### src/rtl/core/lbachs_pkg.sv
`timescale 1ns / 1ps
// ----------------------------------------------------------------------------
// lbachs_pkg
// Types and constants shared by the logical block to CHS read splitter.
// ----------------------------------------------------------------------------
package lbachs_pkg;

  typedef struct packed {
    logic [31:0] start_block;
    logic [6:0]  sector_count;
  } req_t;

  typedef struct packed {
    logic [9:0] cylinder;
    logic [7:0] head;
    logic [5:0] sector;
    logic [3:0] chunk_sectors;
    logic [5:0] buffer_offset;
    logic       range_error;
    logic       last;
  } chunk_t;

  typedef logic [1:0] cfg_index_t;

  localparam cfg_index_t CFG_SECTORS_PER_TRACK = 2'd0;
  localparam cfg_index_t CFG_HEAD_COUNT        = 2'd1;
  localparam cfg_index_t CFG_CYLINDER_COUNT    = 2'd2;

  localparam int CFG_DATA_W = 11;

  localparam logic [5:0]  SPT_RESET   = 6'd63;
  localparam logic [7:0]  HEADS_RESET = 8'd255;
  localparam logic [10:0] CYLS_RESET  = 11'd1024;

  localparam int          HW_CHUNK_CAP    = 127;
  localparam logic [10:0] CYL_FIELD_LIMIT = 11'd1024;

endpackage

### src/rtl/core/lba_to_chs_read_splitter_core.sv
`timescale 1ns / 1ps
// ----------------------------------------------------------------------------
// lba_to_chs_read_splitter_core
// Splits a disk read request into track-bounded chunks and converts each
// chunk's block to cylinder, head and sector with one shared serial divider.
// ----------------------------------------------------------------------------
// chunk steps: setup, 32-step divide by sectors per track, 32-step divide by
//   heads, issue; the issue step waits while the output stalls
// one request at a time: a new request waits until its last chunk has issued;
//   each chunk from a valid geometry runs through the serial restoring divider
// a zero-geometry request skips the divider and goes from setup to issue of its error transfer
// reset: control and output valid cleared, geometry back to 63 / 255 / 1024
module lba_to_chs_read_splitter_core #(
  parameter int CHUNK_SECTORS = 8,
  parameter int MAX_REQUEST   = 64
) (
  input  logic                                clk,
  input  logic                                rst,
  input  logic                                req_valid,
  output logic                                req_stall,
  input  lbachs_pkg::req_t                    req_data,
  output logic                                chunk_valid,
  input  logic                                chunk_stall,
  output lbachs_pkg::chunk_t                  chunk_data,
  input  logic                                cfg_we,
  input  lbachs_pkg::cfg_index_t              cfg_index,
  input  logic [lbachs_pkg::CFG_DATA_W-1:0]   cfg_data
);

  localparam int CAP_INT = (CHUNK_SECTORS < lbachs_pkg::HW_CHUNK_CAP) ?
                           CHUNK_SECTORS : lbachs_pkg::HW_CHUNK_CAP;
  localparam logic [6:0] CHUNK_CAP = 7'(CAP_INT);
  localparam logic [6:0] REQ_MAX   = 7'(MAX_REQUEST);

  typedef enum logic [2:0] {
    ST_IDLE,
    ST_START,
    ST_DIV_SPT,
    ST_DIV_HEAD,
    ST_EMIT
  } state_t;

  state_t      state;
  logic [5:0]  spt;
  logic [7:0]  heads;
  logic [10:0] cyls;

  logic [31:0] block;
  logic [6:0]  left;
  logic [5:0]  offset;
  logic        geo_err;
  logic [5:0]  sec0;

  // shared divider
  logic [31:0] quo;
  logic [7:0]  rem;
  logic [7:0]  dvs;
  logic [4:0]  cnt;

  logic [8:0]  shifted;
  logic [7:0]  diff;
  logic        ge;
  logic [31:0] step_q;
  logic [7:0]  step_r;

  logic [10:0] limit;
  logic        cyl_over;
  logic        chunk_err;
  logic [6:0]  n_cap;
  logic [7:0]  end_sum;
  logic [6:0]  n;
  logic [6:0]  left_next;
  logic [6:0]  count_sat;
  logic        out_free;

  assign shifted = {rem, quo[31]};
  assign diff    = shifted[7:0] - dvs;
  assign ge      = shifted >= {1'b0, dvs};
  assign step_r  = ge ? diff : shifted[7:0];
  assign step_q  = {quo[30:0], ge};

  assign limit     = (cyls < lbachs_pkg::CYL_FIELD_LIMIT) ? cyls : lbachs_pkg::CYL_FIELD_LIMIT;
  assign cyl_over  = (|quo[31:11]) || (quo[10:0] >= limit);
  assign chunk_err = geo_err || cyl_over;

  assign n_cap     = (left < CHUNK_CAP) ? left : CHUNK_CAP;
  assign end_sum   = {2'b00, sec0} + {1'b0, n_cap};
  assign n         = (end_sum > {2'b00, spt}) ? {1'b0, spt - sec0} : n_cap;
  assign left_next = left - n;

  assign count_sat = (req_data.sector_count > REQ_MAX) ? REQ_MAX : req_data.sector_count;
  assign out_free  = !chunk_valid || !chunk_stall;
  assign req_stall = (state != ST_IDLE);

  always_ff @(posedge clk) begin
    if (rst) begin
      state       <= ST_IDLE;
      spt         <= lbachs_pkg::SPT_RESET;
      heads       <= lbachs_pkg::HEADS_RESET;
      cyls        <= lbachs_pkg::CYLS_RESET;
      chunk_valid <= 1'b0;
      geo_err     <= 1'b0;
      left        <= '0;
      offset      <= '0;
    end else begin
      if (cfg_we) begin
        case (cfg_index)
          lbachs_pkg::CFG_SECTORS_PER_TRACK: spt   <= cfg_data[5:0];
          lbachs_pkg::CFG_HEAD_COUNT:        heads <= cfg_data[7:0];
          lbachs_pkg::CFG_CYLINDER_COUNT:    cyls  <= cfg_data;
          default: ;
        endcase
      end

      if (chunk_valid && !chunk_stall && state != ST_EMIT) begin
        chunk_valid <= 1'b0;
      end

      case (state)
        ST_IDLE: begin
          if (req_valid) begin
            block  <= req_data.start_block;
            left   <= count_sat;
            offset <= '0;
            if (count_sat != 7'd0) begin
              state <= ST_START;
            end
          end
        end
        ST_START: begin
          if (spt == 6'd0 || heads == 8'd0) begin
            geo_err <= 1'b1;
            state   <= ST_EMIT;
          end else begin
            quo   <= block;
            rem   <= '0;
            dvs   <= {2'b00, spt};
            cnt   <= '1;
            state <= ST_DIV_SPT;
          end
        end
        ST_DIV_SPT: begin
          quo <= step_q;
          if (cnt == 5'd0) begin
            sec0  <= step_r[5:0];
            rem   <= '0;
            dvs   <= heads;
            cnt   <= '1;
            state <= ST_DIV_HEAD;
          end else begin
            rem <= step_r;
            cnt <= cnt - 5'd1;
          end
        end
        ST_DIV_HEAD: begin
          quo <= step_q;
          rem <= step_r;
          cnt <= cnt - 5'd1;
          if (cnt == 5'd0) begin
            state <= ST_EMIT;
          end
        end
        ST_EMIT: begin
          if (out_free) begin
            chunk_valid              <= 1'b1;
            chunk_data.buffer_offset <= offset;
            if (chunk_err) begin
              chunk_data.cylinder      <= '0;
              chunk_data.head          <= '0;
              chunk_data.sector        <= '0;
              chunk_data.chunk_sectors <= '0;
              chunk_data.range_error   <= 1'b1;
              chunk_data.last          <= 1'b1;
              geo_err                  <= 1'b0;
              left                     <= '0;
              state                    <= ST_IDLE;
            end else begin
              chunk_data.cylinder      <= quo[9:0];
              chunk_data.head          <= rem;
              chunk_data.sector        <= sec0 + 6'd1;
              chunk_data.chunk_sectors <= n[3:0];
              chunk_data.range_error   <= 1'b0;
              chunk_data.last          <= (left_next == 7'd0);
              left                     <= left_next;
              block                    <= block + 32'(n);
              offset                   <= offset + n[5:0];
              state                    <= (left_next == 7'd0) ? ST_IDLE : ST_START;
            end
          end
        end
        default: state <= ST_IDLE;
      endcase
    end
  end

  // error transfer always closes the request
  a_err_last: assert property (@(posedge clk) disable iff (rst)
    chunk_valid && chunk_data.range_error |-> chunk_data.last)
    else $error("range error transfer without last");

  // a good chunk starts on a sector inside the track
  a_sector_range: assert property (@(posedge clk) disable iff (rst)
    chunk_valid && !chunk_data.range_error |->
      chunk_data.sector != 6'd0 && chunk_data.sector <= spt)
    else $error("chunk sector outside track");

  // a new chunk is only started with sectors still outstanding
  a_left_nonzero: assert property (@(posedge clk) disable iff (rst)
    state == ST_START |-> left != 7'd0)
    else $error("chunk started with nothing left");

  // divider phases always run their full step count
  a_div_handoff: assert property (@(posedge clk) disable iff (rst)
    state == ST_DIV_SPT && cnt == 5'd0 |=> state == ST_DIV_HEAD && cnt == 5'd31)
    else $error("divider handoff broken");

endmodule
### config.mk
export PLATFORM = sky130hd
export DESIGN_NAME = lba_to_chs_read_splitter_core
export DESIGN_NICKNAME = d
export VERILOG_FILES = /design/src/rtl/core/lbachs_pkg.sv /design/src/rtl/core/lba_to_chs_read_splitter_core.sv
export SDC_FILE = /design/constraint.sdc
export NUM_CORES = 1
export LEC_CHECK = 0
export ABC_AREA = 1
export BUFFER_PORTS_ARGS = -buffer_cell sky130_fd_sc_hd__buf_4
export CORE_MARGIN = 2
export CORE_UTILIZATION = 65
export CTS_CLUSTER_DIAMETER = 80
export DETAILED_ROUTE_END_ITERATION = 6
export HOLD_SLACK_MARGIN = 0.06
export PLACE_DENSITY = 0.88
export SETUP_SLACK_MARGIN = 0.4
export SLEW_MARGIN = 20
export SYNTH_ARGS = -nofsm -noshare
export SYNTH_HDL_FRONTEND = slang
export SYNTH_SLANG_ARGS = --single-unit
### constraint.sdc
create_clock -name clk -period 10.1 [get_ports clk]
set_clock_uncertainty 0.15 [all_clocks]
set_input_delay 1.515 -clock clk [delete_from_list [all_inputs] [get_ports clk]]
set_output_delay 1.515 -clock clk [all_outputs]
set_load 0.02 [all_outputs]
Yosys cells after proc, flatten, opt, wreduce, memory -nomap -nowiden --
Cells that the tools add are included.
Operators by class: add/sub/neg operators 8, magnitude comparators 6, eq/ne operators 16, mux-type cells 45, bitwise gates (word level) 1, reduce and logical (&&, ||, !) cells 36
Operators by type and width (count):
- $mux 32 | 4
- $pmux 32 s2 | 2
- $mux 7 | 6
- $mux 8 | 5
- $add 32x7->32 | 1
- $pmux 8 s3 | 1
- $reduce_or 21->1 | 1
- $mux 3 | 6
- $mux 6 | 3
- $ne 2x2->1 const B | 9
- $pmux 8 s2 | 1
- $pmux 3 s5 | 1
- $pmux 5 s3 | 1
- $reduce_and 3->1 | 5
- $pmux 7 s2 | 1
- $pmux 6 s2 | 1
- $reduce_and 4->1 | 3
- $ge 11x11->1 | 1
- $lt 11x11->1 const B | 1
- $mux 11 | 1
- $mux 5 | 2
- $reduce_and 5->1 | 2
- $ge 9x8->1 | 1
- $add 6x7->8 | 1
- 33 further kinds | 52
Word-level totals: register bits after elaboration 170, bits of input ports 57, word-level logic and storage cells 133

Longest topological paths before layout --
depth in word-level cells 11, depth in mapped cells 35

Worst setup path after synthesis --
OpenSTA, ideal clock, no wires.
kind input-to-reg, start input rst, end register cnt[0] (enable), library setup time 0.560 ns, arrival 6.100 ns, required time 9.390 ns, path slack 3.290 ns, cell stages on the path 2, path buffers 1, cell sequence clkbuf_1 nor4_1
On the way: cells in the longest elaborated chain, start to end 2
Ends and longest elaborated chain:
- start: declaration | line lba_to_chs_read_splitter_core.sv:18 | input logic rst,
- $not 1->1 (no source line)
- $reduce_and 3->1 (no source line)
- end signal: assignment | line lba_to_chs_read_splitter_core.sv:152 | cnt <= cnt - 5'd1;
- end signal: assignment | line lba_to_chs_read_splitter_core.sv:158 | cnt <= cnt - 5'd1;
- end: declaration | line lba_to_chs_read_splitter_core.sv:58 | logic [4:0] cnt;
Every way passes these cells. A chain may end at the register's enable or synchronous reset.

Worst setup path after layout --
start register left[5], end register block[18], data pin
On the way: cells in the longest elaborated chain, start to end 9
Ends and longest elaborated chain:
- start: declaration | line lba_to_chs_read_splitter_core.sv:49 | logic [6:0] left;
- start signal: assignment | line lba_to_chs_read_splitter_core.sv:123 | left <= count_sat;
- start signal: assignment | line lba_to_chs_read_splitter_core.sv:184 | left <= left_next;
- $lt 7x4->1 | line lba_to_chs_read_splitter_core.sv:86 | assign n_cap = (left < CHUNK_CAP) ? left : CHUNK_CAP;
- $mux 7 * | line lba_to_chs_read_splitter_core.sv:86
- $add 6x7->8 | line lba_to_chs_read_splitter_core.sv:87 | assign end_sum = {2'b00, sec0} + {1'b0, n_cap};
- $gt 8x6->1 | line lba_to_chs_read_splitter_core.sv:88 | assign n = (end_sum > {2'b00, spt}) ? {1'b0, spt - sec0} : n_cap;
- $mux 7 * | line lba_to_chs_read_splitter_core.sv:88
- via n[0] | line lba_to_chs_read_splitter_core.sv:71 | logic [6:0] n;
- $add 32x7->32 * | line lba_to_chs_read_splitter_core.sv:185 | block <= block + 32'(n);
- $mux 32 * | line lba_to_chs_read_splitter_core.sv:167 | if (chunk_err) begin
- $mux 32 * | line lba_to_chs_read_splitter_core.sv:164 | if (out_free) begin
- $pmux 32 s2 * | line lba_to_chs_read_splitter_core.sv:119 | case (state)
- end signal: assignment | line lba_to_chs_read_splitter_core.sv:122 | block <= req_data.start_block;
- end signal: assignment | line lba_to_chs_read_splitter_core.sv:185
- end: declaration | line lba_to_chs_read_splitter_core.sv:48 | logic [31:0] block;
The timed path passes the listed nets; every way through them passes the cells marked *. The select of a mux whose other input is x is not followed.

==> key figures <==
Run
  – Max-Cap Viols: 0

GRT
  – Initial antenna violation count: 0
  – Met2 Usage GRT: 48.11%
  – GR Util met1: 42.41%
  – Global routing's busiest layer: met2
  – Global-route met3 utilization: 5.736%
  – Vias in the first global route: 7724
  – Total GRT Usage: 30.50%
  – Largest net degree at the start of global routing: 62
  – Overflow after GRT: 0
  – First-pass GRT wire length: 38070 um

Finish
  – Area growth from synthesis to layout: 15.09%
  – Share of layout cells above drive strength 1: 13.71%
  – Final nets: 1352
  – N_diodes: 0
  – Final-layout fill cell count: 1013
  – Finished Layout Cells: 1431
  – Sequential Area: 4674 um2
  – Multi-input logic area: 4403 um2

Clocking
  – Clk slew on worst S/H paths: 0.07 ns
  – CTS H-tree depth: 4
  – CTS resizes: 0
  – # hold bufs at CTS: 0
  – Clock Latency Late Sink: 0.44 ns
  – Postcts setup bufs: 0
  – Root buffer cell: clkbuf_16
  – Cts bufs inserted: 17
  – CTS tree: yes
  – CTS Sinks: 170
  – Bufs on Longest Clock Path: 2

Synthesis
  – #FFs+latches synth: 170
  – Ys flop type: edfxtp_1
  – Ys async rst share: 0%
  – Mean post-synth cell area: 8.581 um2
  – EDFF count, synth: 127
  – Yosys Warn Count: 0
  – Seq/Total Area, Yosys: 47.74%
  – Unique masters post-synth: 51
  – Cells after synthesis: 1141
  – Mapped Area: 9791 um2

STA
  – F_max: 0.1936 GHz
  – Max transition margin: 28.46%
  – Hold Fails Final Rpt: 0
  – Slew Viols, Final: 0
  – Fin Setup TNS: 0 ns
  – Final period utilization: 51.14%
  – Least-Margin Pin Slew: 1.067 ns
  – Min Tclk post-route: 5.165 ns
  – Setup Viol. Count Final: 0
  – RSZ-0062 raised after global routing: false

Critical path
  – Crit-path most repeated cell: nand2_1
  – CP startpoint: left[5]
  – Crit path capture type: register
  – WP buf/inv: 3
  – Flop2flop setup slack: 4.94 ns
  – Critical path's slowest cell: fa_1
  – RR Endpoint: block[18]
  – Crit-path max cell delay: 0.42 ns
  – Critical path startpoint category: register
  – Delay-heaviest family, CP: simple AND/OR/NAND/NOR gates
  – Crit. path cell count: 28
  – WP data arrival: 5.16 ns
  – Reg2reg start: left[5]
  – Worst path required time: 10.10 ns
  – Setup crit end: block[18]
  – Worst Path Max Fanout: 9
  – Critical path class: reg -> reg
  – Worst R2R Path Depth: 28

Place
  – I/O Buffers: 94
  – Placer Congestion: 0.9824
  – Placed cell count: 1398
  – DPL Wire Length: 17190 um

Outcome
  – Status: complete, no violations

Routing
  – Drt first pass iters: 6
  – Vias/cell: 5.792
  – Vias: 8288
  – WL/cell: 16.74 um
  – Initial DRC Count: 847
  – DRT antenna net count: 0
  – Post-route DRC: 0
  – Post-Route WL: 23950 um

Power and ir drop
  – Power Density: 230.1 nW/um2
  – Clock power frac: 25.1%
  – Switching power: 0.9855 mW
  – Sw Share: 38.01%
  – Worst VDD drop: 140.6 uV
  – Logic pwr share: 36.5%
  – Int Pwr: 1.607 mW
  – Pleak: 5.034 nW
  – Flop pwr share: 38.5%

Floorplanning
  – Initial Util: 66.86%
  – Die height: 126.7 um
  – Die X: 126.7 um
  – Die area: 16060 um2
  – # IOs: 95
  – Rows: 44
  – Core Footprint: 14640 um2

Hold path
  – Hold Path Origin: cyls[7]
  – Hold Path Class: reg -> reg
-- layout make-up --
| class | instances | area share, % |
|---|---|---|
| Sequential cell | 170 | 41.48 |
| Multi-Input combinational cell | 782 | 39.07 |
| Timing Repair Buffer | 100 | 6.840 |
| Inverter | 163 | 5.430 |
| Clock buffer | 18 | 3.809 |
| Tap cell | 184 | 2.043 |
| Clock inverter | 14 | 1.321 |
-- sequential cells by signal, indices dropped and copies added (netlist names) --
| name | count |
|---|---|
| chunk_data | 36 |
| block | 32 |
| quo | 32 |
| cyls | 11 |
| dvs | 8 |
| heads | 8 |
| rem | 8 |
| left | 7 |
| offset | 6 |
| sec0 | 6 |
| spt | 6 |
| cnt | 5 |
| state | 3 |
| chunk_valid | 1 |
| geo_err | 1 |
-- through the flow --
stage          worst slack [ns]  power (mW)  utilization (%)  cell area, um2  hold slack (ns)
2_1_floorplan             3.290       1.696                -            9798           0.2737
3_3_place_gp              5.259       1.890            72.74           10650           0.2853
3_5_place_dp              5.047       1.920            72.74           10650           0.2910
4_1_cts                   5.000       2.572            76.69           11230           0.2996
5_1_grt                   4.523       2.750            76.95           11270           0.3176
6_report                  4.935       2.593            76.95           11270           0.2996
-- power by group through the flow --
| stage | sequential, mW | clock, mW | combinational, mW |
|---|---|---|---|
| floorplan | 0.989 | 0 | 0.707 |
| global placement | 1.00 | 0 | 0.889 |
| detailed placement | 1.01 | 0 | 0.914 |
| CTS | 0.994 | 0.648 | 0.931 |
| global route | 1.01 | 0.675 | 1.07 |
| finish | 0.997 | 0.650 | 0.946 |
-- metal layers --
| metal | wire length, um | share of wire [%] | vias to the layer above |
|---|---|---|---|
| met5 | 0 | 0 | - |
| met4 | 653 | 2.7 | 0 |
| met3 | 2161 | 9.0 | 60 |
| met2 | 10950 | 46 | 384 |
| met1 | 10180 | 43 | 3852 |
| li1 | - | - | 3992 |
-- cell usage in the layout (no fill, tap or decap), types with 20 or more instances in the layout --
cell type / n
nor2_1: 111
inv_1: 158
buf_4: 99
nand4_1: 20
dfxtp_1: 43
xor2_1: 27
nand2_1: 255
a21oi_1: 54
nand3_1: 49
o21ai_0: 79
edfxtp_1: 127
ha_1: 55
-- tightest hold or removal path, cell delays in order, from the launching register on --
cell     delay [ns]
dfxtp_1        0.31
inv_1          0.05
a21oi_1        0.05
-- Yosys cell counts, types with 3 or more instances --
cell type	count	share of area, %
inv_1	159	6.1
o211ai_1	10	0.77
nor2_2	7	0.45
o21ai_2	4	0.36
o21ai_0	79	4.0
nor2_1	113	4.3
nand4_1	20	1.3
clkbuf_1	15	0.58
nand3_1	49	2.5
a31oi_1	15	0.96
xnor2_1	13	1.2
nand2_1	255	9.8
o21bai_1	3	0.23
nor4_1	5	0.32
nand2_2	6	0.38
nor3b_1	4	0.31
buf_2	9	0.46
o21a_1	3	0.23
xor2_1	27	2.4
nand3_2	3	0.31
a21oi_1	54	2.8
dfxtp_1	43	8.8
inv_2	3	0.12
nor3_1	18	0.92
ha_1	55	7.0
mux2_2	5	0.58
fa_1	6	1.2
edfxtp_1	127	39
-- how the worst min path moves through the flow --
stage,endpoint,cells past startpoint
after floorplan,cyls[5],2
after global placement,cyls[4],2
after detailed placement,cyls[3],2
after CTS,cyls[7],2
after global routing,cyls[7],2
final,cyls[7],2
-- logic make-up (layout without fill, tap and decap cells) --
group           after synthesis  after routing  share of synthesized area (%)
fa+ha+maj                    61             61                          8.256
flops                       170            170                          47.74
mux                           5              5                         0.5750
compound gates              181            181                          10.47
xor+xnor                     40             40                          3.578
buf+inv                     191            295                          7.629
other cells                   1              3                        0.03830
simple gates                492            492                          21.71
Note: power is estimated with default switching activity, not from simulation.
